`config.mk`:
```
export PLATFORM = sky130hd
export DESIGN_NAME = battery_level_estimator_core_flat
export DESIGN_NICKNAME = d
export VERILOG_FILES = /design/src/hdl/ble_pkg.sv /design/src/hdl/ble_in_if.sv /design/src/hdl/ble_out_if.sv /design/src/hdl/battery_level_estimator_core.sv /design/src/flat_wrapper.sv
export SDC_FILE = /design/constraint.sdc
export NUM_CORES = 1
export LEC_CHECK = 0
export ABC_AREA = 1
export BUFFER_PORTS_ARGS = -buffer_cell sky130_fd_sc_hd__buf_2
export CORE_MARGIN = 1
export CORE_UTILIZATION = 50
export CTS_BUF_LIST = sky130_fd_sc_hd__clkbuf_8 sky130_fd_sc_hd__clkbuf_16
export DETAILED_ROUTE_END_ITERATION = 10
export PLACE_DENSITY = 0.75
export RECOVER_POWER = 50
export SLEW_MARGIN = 5
export SYNTH_ARGS = -nofsm -noshare
export SYNTH_HDL_FRONTEND = slang
export SYNTH_SLANG_ARGS = --single-unit
```
`constraint.sdc`:
```
create_clock -name clk -period 13.9 [get_ports clk]
set_input_delay 3.475 -clock clk [delete_from_list [all_inputs] [get_ports clk]]
set_output_delay 3.475 -clock clk [all_outputs]
set_load 0.05 [all_outputs]
```
`src/hdl/ble_pkg.sv`:
```
// ----------------------------------------------------------------------------
// ble_pkg: shared types and constants of the battery level estimator
// microcode word layout, the step program, the charge curve and the register map
// ----------------------------------------------------------------------------
`default_nettype none

package ble_pkg;

  // window length in converter attempts
  localparam int unsigned SAMPLE_COUNT = 16;

  // field widths
  localparam int unsigned CODE_W = 12;
  localparam int unsigned MV_W   = 12;
  localparam int unsigned SUM_W  = 16;
  localparam int unsigned CNT_W  = 4;
  localparam int unsigned GOOD_W = 5;
  localparam int unsigned BAT_W  = 16;
  localparam int unsigned PCT_W  = 7;
  localparam int unsigned RAT_W  = 12;
  localparam int unsigned THR_W  = 15;
  localparam int unsigned PROD_W = 28;

  // shared divider: dividend and divisor widths
  localparam int unsigned DIV_W  = 20;
  localparam int unsigned DEN_W  = 9;
  localparam int unsigned DCNT_W = 5;

  // configuration port
  localparam int unsigned ADDR_W = 4;
  localparam int unsigned DATA_W = 32;

  typedef enum logic [1:0] {
    REG_DIVIDER_RATIO = 2'd0,
    REG_FULL_SCALE    = 2'd1,
    REG_PRESENT_MIN   = 2'd2,
    REG_VALID_MAX     = 2'd3
  } ble_reg_t;

  localparam logic [RAT_W-1:0] RESET_RATIO      = 12'd768;
  localparam logic [MV_W-1:0]  RESET_FULL_SCALE = 12'd3300;
  localparam logic [THR_W-1:0] RESET_PRESENT    = 15'd3150;
  localparam logic [THR_W-1:0] RESET_VALID_MAX  = 15'd4350;

  localparam logic [MV_W:0]    CODE_FULL = 13'd4095;
  localparam logic [PCT_W-1:0] PCT_FULL  = 7'd100;
  localparam logic [PCT_W-1:0] PCT_EMPTY = 7'd0;

  // datapath operation of a step
  typedef enum logic [3:0] {
    OP_NONE,
    OP_LATCH,
    OP_SCALE,
    OP_SAMPLE,
    OP_WINDOW,
    OP_DIV_AVG,
    OP_SAT,
    OP_DIV_SOC,
    OP_PCT,
    OP_EMIT,
    OP_EMIT_EMPTY
  } ble_op_t;

  // sequencing condition of a step
  typedef enum logic [2:0] {
    COND_NEXT,
    COND_IN,
    COND_MORE,
    COND_EMPTY,
    COND_CLAMP,
    COND_DIV,
    COND_OUT
  } ble_cond_t;

  typedef logic [3:0] ble_pc_t;

  typedef struct packed {
    logic      take;
    ble_op_t   op;
    ble_cond_t cond;
    ble_pc_t   target;
  } ble_uword_t;

  // step addresses
  localparam ble_pc_t STEP_ACCEPT  = 4'd0;
  localparam ble_pc_t STEP_SCALE   = 4'd1;
  localparam ble_pc_t STEP_SAMPLE  = 4'd2;
  localparam ble_pc_t STEP_WINDOW  = 4'd3;
  localparam ble_pc_t STEP_AVG_DIV = 4'd4;
  localparam ble_pc_t STEP_AVG_WT  = 4'd5;
  localparam ble_pc_t STEP_SOC     = 4'd6;
  localparam ble_pc_t STEP_SOC_WT  = 4'd7;
  localparam ble_pc_t STEP_EMIT    = 4'd8;
  localparam ble_pc_t STEP_EMPTY   = 4'd9;

  // microcode program
  function automatic ble_uword_t ucode_rom(input ble_pc_t pc);
    ble_uword_t w;
    w = '{take: 1'b0, op: OP_NONE, cond: COND_NEXT, target: STEP_ACCEPT};
    unique case (pc)
      STEP_ACCEPT:  w = '{1'b1, OP_LATCH,      COND_IN,    STEP_ACCEPT};
      STEP_SCALE:   w = '{1'b0, OP_SCALE,      COND_NEXT,  STEP_ACCEPT};
      STEP_SAMPLE:  w = '{1'b0, OP_SAMPLE,     COND_MORE,  STEP_ACCEPT};
      STEP_WINDOW:  w = '{1'b0, OP_WINDOW,     COND_EMPTY, STEP_EMPTY};
      STEP_AVG_DIV: w = '{1'b0, OP_DIV_AVG,    COND_NEXT,  STEP_ACCEPT};
      STEP_AVG_WT:  w = '{1'b0, OP_SAT,        COND_DIV,   STEP_ACCEPT};
      STEP_SOC:     w = '{1'b0, OP_DIV_SOC,    COND_CLAMP, STEP_EMIT};
      STEP_SOC_WT:  w = '{1'b0, OP_PCT,        COND_DIV,   STEP_ACCEPT};
      STEP_EMIT:    w = '{1'b0, OP_EMIT,       COND_OUT,   STEP_ACCEPT};
      STEP_EMPTY:   w = '{1'b0, OP_EMIT_EMPTY, COND_OUT,   STEP_ACCEPT};
      default:      w = '{1'b0, OP_NONE,       COND_OUT,   STEP_ACCEPT};
    endcase
    return w;
  endfunction

  // charge curve breakpoints, full to empty
  function automatic logic [12:0] curve_mv(input logic [3:0] idx);
    logic [12:0] v;
    v = 13'd3300;
    unique case (idx)
      4'd0:    v = 13'd4200;
      4'd1:    v = 13'd4100;
      4'd2:    v = 13'd4000;
      4'd3:    v = 13'd3920;
      4'd4:    v = 13'd3850;
      4'd5:    v = 13'd3790;
      4'd6:    v = 13'd3730;
      4'd7:    v = 13'd3680;
      4'd8:    v = 13'd3600;
      4'd9:    v = 13'd3500;
      default: v = 13'd3300;
    endcase
    return v;
  endfunction

  function automatic logic [PCT_W-1:0] curve_pct(input logic [3:0] idx);
    logic [PCT_W-1:0] p;
    p = 7'd0;
    unique case (idx)
      4'd0:    p = 7'd100;
      4'd1:    p = 7'd90;
      4'd2:    p = 7'd80;
      4'd3:    p = 7'd70;
      4'd4:    p = 7'd60;
      4'd5:    p = 7'd50;
      4'd6:    p = 7'd40;
      4'd7:    p = 7'd30;
      4'd8:    p = 7'd20;
      4'd9:    p = 7'd10;
      default: p = 7'd0;
    endcase
    return p;
  endfunction

endpackage

`default_nettype wire

```
`src/hdl/ble_in_if.sv`:
```
// ----------------------------------------------------------------------------
// ble_in_if: sample attempt channel
// one beat per converter attempt, valid/ready handshake
// ----------------------------------------------------------------------------
`default_nettype none

interface ble_in_if;
  logic        valid;
  logic        ready;
  logic [11:0] raw_code;
  logic        read_ok;
  logic        cal_ok;
  logic [11:0] cal_mv;
  logic        usb_present;

  modport source (
    output valid, raw_code, read_ok, cal_ok, cal_mv, usb_present,
    input  ready
  );

  modport sink (
    input  valid, raw_code, read_ok, cal_ok, cal_mv, usb_present,
    output ready
  );
endinterface

`default_nettype wire

```
`src/hdl/ble_out_if.sv`:
```
// ----------------------------------------------------------------------------
// ble_out_if: battery level result channel
// one beat per window, valid/ready handshake
// ----------------------------------------------------------------------------
`default_nettype none

interface ble_out_if;
  logic        valid;
  logic        ready;
  logic [15:0] battery_mv;
  logic [6:0]  percent;
  logic        external_power;
  logic        no_samples;

  modport source (
    output valid, battery_mv, percent, external_power, no_samples,
    input  ready
  );

  modport sink (
    input  valid, battery_mv, percent, external_power, no_samples,
    output ready
  );
endinterface

`default_nettype wire

```
`src/hdl/battery_level_estimator_core.sv`:
```
// ----------------------------------------------------------------------------
// battery_level_estimator_core: windowed battery voltage and charge estimate
// microcoded sequencer over a small datapath with one shared serial divider
//
//   channel   dir  beat
//   in_ch     in   one converter attempt (raw code, status, calibrated mv, usb)
//   out_ch    out  one result per window of SAMPLE_COUNT attempts
//   apb       in   register writes and reads, pready tied high
//
// an attempt runs the steps accept, scale multiply, accumulate
// the last attempt of a window adds the average and curve divisions, each a
// restoring divider pass; off the curve one, for an empty window none
// the result sits in an output register, so the next attempt is accepted
// while it waits; the emit step stalls only when a second result is ready
// synchronous active-low reset returns registers to defaults, empty window
// ----------------------------------------------------------------------------
`default_nettype none

module battery_level_estimator_core
  import ble_pkg::*;
(
  input  wire               clk,
  input  wire               rst_n,
  ble_in_if.sink            in_ch,
  ble_out_if.source         out_ch,
  input  wire               psel,
  input  wire               penable,
  input  wire               pwrite,
  input  wire  [ADDR_W-1:0] paddr,
  input  wire  [DATA_W-1:0] pwdata,
  output logic [DATA_W-1:0] prdata,
  output logic              pready
);

  // configuration registers
  logic [RAT_W-1:0] ratio_r, ratio_nxt;
  logic [MV_W-1:0]  fs_r, fs_nxt;
  logic [THR_W-1:0] pmin_r, pmin_nxt;
  logic [THR_W-1:0] vmax_r, vmax_nxt;

  // sequencer
  ble_pc_t    pc_r, pc_nxt;
  ble_uword_t uw;
  logic       go;

  // latched attempt
  logic [CODE_W-1:0] raw_r, raw_nxt;
  logic              read_ok_r, read_ok_nxt;
  logic              cal_ok_r, cal_ok_nxt;
  logic [MV_W-1:0]   cal_mv_r, cal_mv_nxt;
  logic              usb_r, usb_nxt;

  // window state and working registers
  logic [CNT_W-1:0]  attempt_r, attempt_nxt;
  logic [GOOD_W-1:0] good_r, good_nxt;
  logic [SUM_W-1:0]  sum_r, sum_nxt;
  logic [PROD_W-1:0] prod_r, prod_nxt;
  logic [BAT_W-1:0]  bat_r, bat_nxt;
  logic [PCT_W-1:0]  pct_r, pct_nxt;

  // shared divider
  logic              div_busy_r, div_busy_nxt;
  logic [DCNT_W-1:0] div_cnt_r, div_cnt_nxt;
  logic [DIV_W-1:0]  div_quo_r, div_quo_nxt;
  logic [DEN_W-1:0]  div_rem_r, div_rem_nxt;
  logic [DEN_W-1:0]  div_den_r, div_den_nxt;
  logic [DEN_W:0]    div_trial;
  logic              div_fits;

  // output register
  logic              ov_r, ov_nxt;
  logic [BAT_W-1:0]  o_bat_r, o_bat_nxt;
  logic [PCT_W-1:0]  o_pct_r, o_pct_nxt;
  logic              o_ext_r, o_ext_nxt;
  logic              o_none_r, o_none_nxt;

  // datapath helpers
  logic              in_beat, out_free, more, clamp, clamp_hi;
  logic [MV_W-1:0]   lin_q0, mv_lin, sample_mv;
  logic [MV_W:0]     lin_rem;
  logic [3:0]        seg;
  logic [12:0]       seg_hi, seg_lo, soc_num;
  logic [7:0]        seg_span, seg_diff;
  logic              cfg_wr;

  assign uw       = ucode_rom(pc_r);
  assign in_beat  = in_ch.valid && in_ch.ready;
  assign out_free = !ov_r || out_ch.ready;
  assign more     = ({1'b0, attempt_r} + 5'd1) < 5'(SAMPLE_COUNT);

  // ports
  assign in_ch.ready           = uw.take;
  assign out_ch.valid          = ov_r;
  assign out_ch.battery_mv     = o_bat_r;
  assign out_ch.percent        = o_pct_r;
  assign out_ch.external_power = o_ext_r;
  assign out_ch.no_samples     = o_none_r;
  assign pready                = 1'b1;
  assign cfg_wr                = psel && penable && pwrite;

  // register readback
  always_comb begin
    case (ble_reg_t'(paddr[3:2]))
      REG_DIVIDER_RATIO: prdata = {20'd0, ratio_r};
      REG_FULL_SCALE:    prdata = {20'd0, fs_r};
      REG_PRESENT_MIN:   prdata = {17'd0, pmin_r};
      REG_VALID_MAX:     prdata = {17'd0, vmax_r};
      default:           prdata = '0;
    endcase
  end

  // divide by 4095: x>>12 undershoots by at most one
  assign lin_q0    = prod_r[23:12];
  assign lin_rem   = {1'b0, prod_r[11:0]} + {1'b0, lin_q0};
  assign mv_lin    = lin_q0 + MV_W'(lin_rem >= CODE_FULL);
  assign sample_mv = cal_ok_r ? cal_mv_r : mv_lin;

  // curve segment of the averaged voltage
  assign clamp_hi = bat_r >= {3'd0, curve_mv(4'd0)};
  assign clamp    = clamp_hi || (bat_r <= {3'd0, curve_mv(4'd10)});

  always_comb begin
    seg = 4'd0;
    for (int k = 1; k <= 9; k++) begin
      if (bat_r < {3'd0, curve_mv(4'(k))}) begin
        seg = seg + 4'd1;
      end
    end
  end

  assign seg_hi   = curve_mv(seg);
  assign seg_lo   = curve_mv(seg + 4'd1);
  assign seg_span = 8'(seg_hi - seg_lo);
  assign seg_diff = 8'(bat_r - {3'd0, seg_lo});
  assign soc_num  = 13'({5'd0, seg_diff} * 13'd20) + {5'd0, seg_span};

  // divider step
  assign div_trial = {div_rem_r, div_quo_r[DIV_W-1]};
  assign div_fits  = div_trial >= {1'b0, div_den_r};

  // sequencing
  always_comb begin
    go     = 1'b1;
    pc_nxt = pc_r + 4'd1;
    unique case (uw.cond)
      COND_NEXT:  pc_nxt = pc_r + 4'd1;
      COND_IN: begin
        go     = in_beat;
        pc_nxt = in_beat ? pc_r + 4'd1 : pc_r;
      end
      COND_MORE:  pc_nxt = more ? uw.target : pc_r + 4'd1;
      COND_EMPTY: pc_nxt = (good_r == '0) ? uw.target : pc_r + 4'd1;
      COND_CLAMP: pc_nxt = clamp ? uw.target : pc_r + 4'd1;
      COND_DIV: begin
        go     = !div_busy_r;
        pc_nxt = go ? pc_r + 4'd1 : pc_r;
      end
      COND_OUT: begin
        go     = out_free;
        pc_nxt = out_free ? uw.target : pc_r;
      end
      default:    pc_nxt = STEP_ACCEPT;
    endcase
  end

  // datapath next state
  always_comb begin
    ratio_nxt   = ratio_r;
    fs_nxt      = fs_r;
    pmin_nxt    = pmin_r;
    vmax_nxt    = vmax_r;
    raw_nxt     = raw_r;
    read_ok_nxt = read_ok_r;
    cal_ok_nxt  = cal_ok_r;
    cal_mv_nxt  = cal_mv_r;
    usb_nxt     = usb_r;
    attempt_nxt = attempt_r;
    good_nxt    = good_r;
    sum_nxt     = sum_r;
    prod_nxt    = prod_r;
    bat_nxt     = bat_r;
    pct_nxt     = pct_r;
    o_bat_nxt   = o_bat_r;
    o_pct_nxt   = o_pct_r;
    o_ext_nxt   = o_ext_r;
    o_none_nxt  = o_none_r;
    ov_nxt      = ov_r && !out_ch.ready;

    // divider iteration
    div_busy_nxt = div_busy_r;
    div_cnt_nxt  = div_cnt_r;
    div_quo_nxt  = div_quo_r;
    div_rem_nxt  = div_rem_r;
    div_den_nxt  = div_den_r;
    if (div_busy_r) begin
      div_rem_nxt  = div_fits ? DEN_W'(div_trial - {1'b0, div_den_r}) : div_trial[DEN_W-1:0];
      div_quo_nxt  = {div_quo_r[DIV_W-2:0], div_fits};
      div_cnt_nxt  = div_cnt_r - 5'd1;
      div_busy_nxt = div_cnt_r != 5'd1;
    end

    // register writes
    if (cfg_wr) begin
      case (ble_reg_t'(paddr[3:2]))
        REG_DIVIDER_RATIO: ratio_nxt = pwdata[RAT_W-1:0];
        REG_FULL_SCALE:    fs_nxt    = pwdata[MV_W-1:0];
        REG_PRESENT_MIN:   pmin_nxt  = pwdata[THR_W-1:0];
        REG_VALID_MAX:     vmax_nxt  = pwdata[THR_W-1:0];
        default:           ratio_nxt = ratio_r;
      endcase
    end

    // step operation
    if (go) begin
      unique case (uw.op)
        OP_NONE: ;
        OP_LATCH: begin
          raw_nxt     = in_ch.raw_code;
          read_ok_nxt = in_ch.read_ok;
          cal_ok_nxt  = in_ch.cal_ok;
          cal_mv_nxt  = in_ch.cal_mv;
          usb_nxt     = in_ch.usb_present;
        end
        OP_SCALE: prod_nxt = {4'd0, 24'({12'd0, raw_r} * {12'd0, fs_r})};
        OP_SAMPLE: begin
          if (read_ok_r) begin
            sum_nxt  = sum_r + {4'd0, sample_mv};
            good_nxt = good_r + 5'd1;
          end
          if (more) begin
            attempt_nxt = attempt_r + 4'd1;
          end
        end
        OP_WINDOW: begin
          prod_nxt = PROD_W'({12'd0, sum_r} * {16'd0, ratio_r})
                   + PROD_W'({good_r, 7'd0});
        end
        OP_DIV_AVG: begin
          div_busy_nxt = 1'b1;
          div_cnt_nxt  = DCNT_W'(DIV_W);
          div_quo_nxt  = prod_r[PROD_W-1:8];
          div_rem_nxt  = '0;
          div_den_nxt  = {4'd0, good_r};
        end
        OP_SAT: bat_nxt = (div_quo_r > 20'd65535) ? 16'hFFFF : div_quo_r[BAT_W-1:0];
        OP_DIV_SOC: begin
          if (clamp) begin
            pct_nxt = clamp_hi ? PCT_FULL : PCT_EMPTY;
          end else begin
            div_busy_nxt = 1'b1;
            div_cnt_nxt  = DCNT_W'(DIV_W);
            div_quo_nxt  = {7'd0, soc_num};
            div_rem_nxt  = '0;
            div_den_nxt  = {seg_span, 1'b0};
          end
        end
        OP_PCT: pct_nxt = curve_pct(seg + 4'd1) + div_quo_r[PCT_W-1:0];
        OP_EMIT: begin
          ov_nxt      = 1'b1;
          o_bat_nxt   = bat_r;
          o_pct_nxt   = pct_r;
          o_ext_nxt   = usb_r || (bat_r < {1'b0, pmin_r}) || (bat_r > {1'b0, vmax_r});
          o_none_nxt  = 1'b0;
          attempt_nxt = '0;
          good_nxt    = '0;
          sum_nxt     = '0;
        end
        OP_EMIT_EMPTY: begin
          ov_nxt      = 1'b1;
          o_bat_nxt   = '0;
          o_pct_nxt   = '0;
          o_ext_nxt   = 1'b0;
          o_none_nxt  = 1'b1;
          attempt_nxt = '0;
          good_nxt    = '0;
          sum_nxt     = '0;
        end
        default: ;
      endcase
    end
  end

  // control state with reset
  always_ff @(posedge clk) begin
    if (!rst_n) begin
      pc_r       <= STEP_ACCEPT;
      ratio_r    <= RESET_RATIO;
      fs_r       <= RESET_FULL_SCALE;
      pmin_r     <= RESET_PRESENT;
      vmax_r     <= RESET_VALID_MAX;
      attempt_r  <= '0;
      good_r     <= '0;
      sum_r      <= '0;
      div_busy_r <= 1'b0;
      ov_r       <= 1'b0;
    end else begin
      pc_r       <= pc_nxt;
      ratio_r    <= ratio_nxt;
      fs_r       <= fs_nxt;
      pmin_r     <= pmin_nxt;
      vmax_r     <= vmax_nxt;
      attempt_r  <= attempt_nxt;
      good_r     <= good_nxt;
      sum_r      <= sum_nxt;
      div_busy_r <= div_busy_nxt;
      ov_r       <= ov_nxt;
    end
  end

  // payload registers
  always_ff @(posedge clk) begin
    raw_r     <= raw_nxt;
    read_ok_r <= read_ok_nxt;
    cal_ok_r  <= cal_ok_nxt;
    cal_mv_r  <= cal_mv_nxt;
    usb_r     <= usb_nxt;
    prod_r    <= prod_nxt;
    bat_r     <= bat_nxt;
    pct_r     <= pct_nxt;
    div_cnt_r <= div_cnt_nxt;
    div_quo_r <= div_quo_nxt;
    div_rem_r <= div_rem_nxt;
    div_den_r <= div_den_nxt;
    o_bat_r   <= o_bat_nxt;
    o_pct_r   <= o_pct_nxt;
    o_ext_r   <= o_ext_nxt;
    o_none_r  <= o_none_nxt;
  end

endmodule

`default_nettype wire
```
`src/flat_wrapper.sv`:
```
// flat-port wrapper written by rule: the top's interface ports become plain ports
module battery_level_estimator_core_flat import ble_pkg::*;
  (clk, rst_n, psel, penable, pwrite, paddr, pwdata, prdata, pready, in_ch_valid, in_ch_raw_code, in_ch_read_ok, in_ch_cal_ok, in_ch_cal_mv, in_ch_usb_present, in_ch_ready, out_ch_valid, out_ch_battery_mv, out_ch_percent, out_ch_external_power, out_ch_no_samples, out_ch_ready);
  ble_in_if in_ch_i ();
  ble_out_if out_ch_i ();
  input  wire clk;
  input  wire rst_n;
  input  wire psel;
  input  wire penable;
  input  wire pwrite;
  input  wire  [ADDR_W-1:0] paddr;
  input  wire  [DATA_W-1:0] pwdata;
  output logic [DATA_W-1:0] prdata;
  output logic pready;
  input wire logic [$bits(in_ch_i.valid)-1:0] in_ch_valid;
  input wire logic [$bits(in_ch_i.raw_code)-1:0] in_ch_raw_code;
  input wire logic [$bits(in_ch_i.read_ok)-1:0] in_ch_read_ok;
  input wire logic [$bits(in_ch_i.cal_ok)-1:0] in_ch_cal_ok;
  input wire logic [$bits(in_ch_i.cal_mv)-1:0] in_ch_cal_mv;
  input wire logic [$bits(in_ch_i.usb_present)-1:0] in_ch_usb_present;
  output wire logic [$bits(in_ch_i.ready)-1:0] in_ch_ready;
  output wire logic [$bits(out_ch_i.valid)-1:0] out_ch_valid;
  output wire logic [$bits(out_ch_i.battery_mv)-1:0] out_ch_battery_mv;
  output wire logic [$bits(out_ch_i.percent)-1:0] out_ch_percent;
  output wire logic [$bits(out_ch_i.external_power)-1:0] out_ch_external_power;
  output wire logic [$bits(out_ch_i.no_samples)-1:0] out_ch_no_samples;
  input wire logic [$bits(out_ch_i.ready)-1:0] out_ch_ready;
  assign in_ch_i.valid = in_ch_valid;
  assign in_ch_i.raw_code = in_ch_raw_code;
  assign in_ch_i.read_ok = in_ch_read_ok;
  assign in_ch_i.cal_ok = in_ch_cal_ok;
  assign in_ch_i.cal_mv = in_ch_cal_mv;
  assign in_ch_i.usb_present = in_ch_usb_present;
  assign in_ch_ready = in_ch_i.ready;
  assign out_ch_valid = out_ch_i.valid;
  assign out_ch_battery_mv = out_ch_i.battery_mv;
  assign out_ch_percent = out_ch_i.percent;
  assign out_ch_external_power = out_ch_i.external_power;
  assign out_ch_no_samples = out_ch_i.no_samples;
  assign out_ch_i.ready = out_ch_ready;
  battery_level_estimator_core u_core (.clk(clk), .rst_n(rst_n), .in_ch(in_ch_i), .out_ch(out_ch_i), .psel(psel), .penable(penable), .pwrite(pwrite), .paddr(paddr), .pwdata(pwdata), .prdata(prdata), .pready(pready));
endmodule
```
==> summary.txt <==
Timing
  • Tmin final: 9.77 ns
  • Final hold viol count: 0
  • Fin crit share: 0.703
  • # setup viols final: 0
  • Max Clock Freq: 0.102 GHz
  • RSZ-0062 raised after global routing: false
  • Setup TNS: 0 ns
  • Worst slew pin tran: 1.92 ns
  • Max-slew violations: 53
  • Clock skew: 0.0153 ns
  • Slew HR: -0.284

Placement
  • Input/output buffers: 92
  • Post-DP Area: 26,500 um2
  • Cell count after placement: 3,966
  • Dpl hpwl: 49,000 um
  • RePlAce Congestion: 0.942

Critical path
  • Cells on worst reg2reg path: 54
  • Most used cell along the critical path: nand2_1
  • R2r startpoint: u_core.bat_r[9]
  • Worst Setup Path Type: reg2reg
  • Reg2reg end: u_core.div_quo_r[11]
  • WP data arrival: 10.26 ns
  • CP max stage cell: edfxtp_1
  • Worst Path Required: 14.39 ns
  • Crit path capture type: flop
  • FF-to-FF setup slack: 4.13 ns
  • CP peak stage delay: 0.52 ns
  • Worst-path fanout max: 10
  • Critical path startpoint category: flop

Status
  • Failing checks: capacitance limit, slew limit
  • Status: finished with violations

Floorplanning
  • Initial core utilization: 0.507
  • Die Wd: 228 um
  • DIE AREA: 51,900 um2
  • Row count: 82
  • # IOs: 130
  • Die Y: 228 um
  • Core area: 50,300 um2

Synth
  • Synthesized instance count: 3,286
  • Netlist cell types: 57
  • Ranking of synthesized cells by area: fa_1, edfxtp_1, ha_1, nand2_1, dfxtp_1
  • Post-Syn Area: 25,500 um2
  • Share of the synthesized area in the top cell type: 0.199
  • Post-synth EDFFs: 112
  • Post-synth ARST share: 0
  • Synthesis-stage register bit count: 241
  • Syn avg cell area: 7.76 um2
  • Post-synth top area cell: fa_1
  • Ys Warns: 0
  • Ys flop type: dfxtp_1
  • Part of the Yosys area used for sequential elements: 0.233

Global routing
  • GRT Total Usage: 0.248
  • Pin count of the biggest net entering global routing: 60
  • Global-route wire length before repair: 105,000 um
  • Overflow after GRT: 0
  • Initial antenna violation count: 1
  • Vias in the first global route: 20.9k

Job
  • Max Cap Viol: 2

Cells and area
  • Fin util: 0.544
  • Cell area after layout: 27,400 um2
  • Layout Nets: 3,912
  • Ant. Diodes: 0
  • Ratio of cells with drive above 1 in the final layout: 0.0580
  • Area Growth Syn to Fin: 7.28%
  • Layout Cells excl Fill: 4,018

Power
  • Pwr per Cell Area: 263 nW/um2
  • IR drop worst, VDD: 0.610 mV
  • Total power: 7.19 mW
  • Leak: 14.1 nW

Worst hold path
  • Min-delay src: u_core.div_rem_r[8]
  • Worst Hold End: u_core.div_rem_r[8]
  • Worst hold path type: reg2reg
  • Hold path depth: 2

CTS
  • CTS tree: yes
  • H-Tree Depth: 1
  • Later-pin clock latency in the skew report: 0.59 ns
  • Total CTS buffers: 28
  • CTS-repair resized insts: 0
  • Root Buffer: clkbuf_16
  • CTS sink count: 241
  • Number of hold buffers added after cts: 0
  • Clock-pin slew on the worst setup and hold paths: 0.06 ns
  • CTS max path bufs: 3
  • Post-CTS Setup Inserts: 0

Route
  • Remaining DRCs: 0
  • Drt first pass iters: 7
  • Initial DRC count: 1,506
  • Number of routed nets with antenna violations: 0
  • Via count: 21.1k
  • Wirelength per Cell: 15.7 um
  • Total Wirelength: 63,000 um
  • Post-DR vias/cell: 5.26
[cells in the final DEF (no fill, tap or decap), types with 5 or more instances in the layout]
cell	instances
a211oi_1	10
or2_2	8
inv_1	683
o22ai_1	11
nor2_1	247
clkbuf_1	39
ha_1	264
o221ai_1	7
and2_1	5
xnor2_1	22
o32ai_1	5
o21ai_0	176
fa_1	254
nor2_2	7
inv_2	10
nand2_2	24
dfxtp_1	129
conb_1	18
xor2_1	24
nand3_1	103
nor3b_1	5
nand4_1	15
o2111ai_1	12
edfxtp_1	112
a31oi_1	8
buf_4	17
o211ai_1	18
buf_2	61
nor3_1	30
a21oi_1	158
nand2_4	6
nand3_2	11
nand2_1	747
clkbuf_16	29
o31ai_1	9
[worst max path at each step]
stage | from | endpoint | cells past startpoint | slack [ns]
floorplan | u_core.bat_r[9] | u_core.div_quo_r[10] | 54 | 5.19
global placement | u_core.bat_r[9] | u_core.div_quo_r[11] | 56 | 4.21
detailed placement | u_core.bat_r[9] | u_core.div_quo_r[11] | 56 | 4.21
CTS | u_core.bat_r[9] | u_core.div_quo_r[11] | 54 | 4.16
global route | u_core.bat_r[8] | u_core.div_quo_r[12] | 58 | 3.09
finish | u_core.bat_r[9] | u_core.div_quo_r[11] | 54 | 4.13
[cell type report]
cell class | instances | area (um2)
fillers | 4766 | 22900
multi-input cells | 2248 | 16500
flip-flops and latches | 241 | 5950
inverters | 688 | 2590
well taps | 672 | 841
clock buffers | 33 | 781
repair buffers | 117 | 579
clock inverters | 19 | 119
[per-layer routing]
metal	track usage	up-vias	routed length, um	part of all wire
met5	0	-	0	0
met4	0.0942	0	2460	0.039
met3	0.0265	143	3490	0.055
met2	0.431	653	30700	0.49
met1	0.317	10000	26300	0.42
li1	-	10300	-	-
[registers in the layout, summed over array words and instances (netlist names), 12 cells and up]
register and flops:
u_core.pmin_r 15, u_core.out_ch.battery_mv 16, u_core.fs_r 12, u_core.raw_r 12
u_core.div_quo_r 20, u_core.prod_r 28, u_core.ratio_r 12, u_core.bat_r 16
u_core.sum_r 16, u_core.cal_mv_r 12, u_core.vmax_r 15
[synthesized netlist by cell type, types with 10 or more instances]
cell type / instances
o22ai_1: 12
o2111ai_1: 12
inv_1: 673
nor2_1: 249
ha_1: 264
o21ai_0: 176
nand4_1: 15
dfxtp_1: 129
a21oi_1: 158
fa_1: 254
edfxtp_1: 112
nand3_2: 11
nand3_1: 103
xor2_1: 24
inv_2: 10
nand2_1: 747
clkbuf_1: 105
o211ai_1: 18
a211oi_1: 10
buf_4: 18
nand2_2: 24
xnor2_1: 22
nor3_1: 30
[logic make-up after synthesis]
| kind of cell | Yosys count | synth area share |
|---|---|---|
| compound gates | 445 | 0.0995 |
| xor+xnor | 46 | 0.0158 |
| fa+ha+maj | 518 | 0.329 |
| buf+inv | 813 | 0.123 |
| flops | 241 | 0.233 |
| mux | 2 | 0.000785 |
| other cells | 2 | 0.000295 |
| simple gates | 1219 | 0.199 |
[through the flow]
step | setup WS [ns] | hold slack, ns
finish | 4.13 | 0.461
global route | 3.09 | 0.479
CTS | 4.16 | 0.463
detailed placement | 4.21 | 0.454
global placement | 4.21 | 0.446
floorplan | 5.19 | 0.434
[power by group]
part           leakage [nW]  total [mW]  internal, mW  switching, mW
registers              2.03        1.34          1.11          0.228
clock network         0.485       0.722         0.402          0.320
logic                  11.6        5.13          1.92           3.21
total                  14.1        7.19          3.43           3.76
[critical path: cells and delay by family (launching register included)]
kind	cells	cell delay [ns]
AND/OR/NAND/NOR	27	3.18
flip-flops	1	0.52
buffers and inverters	8	0.60
AO/OA/AOI/OAI	5	1.24
adder cells (fa/ha/maj)	12	3.64
XOR/XNOR	2	0.40
No activity file was read; power rests on OpenSTA's default activity.
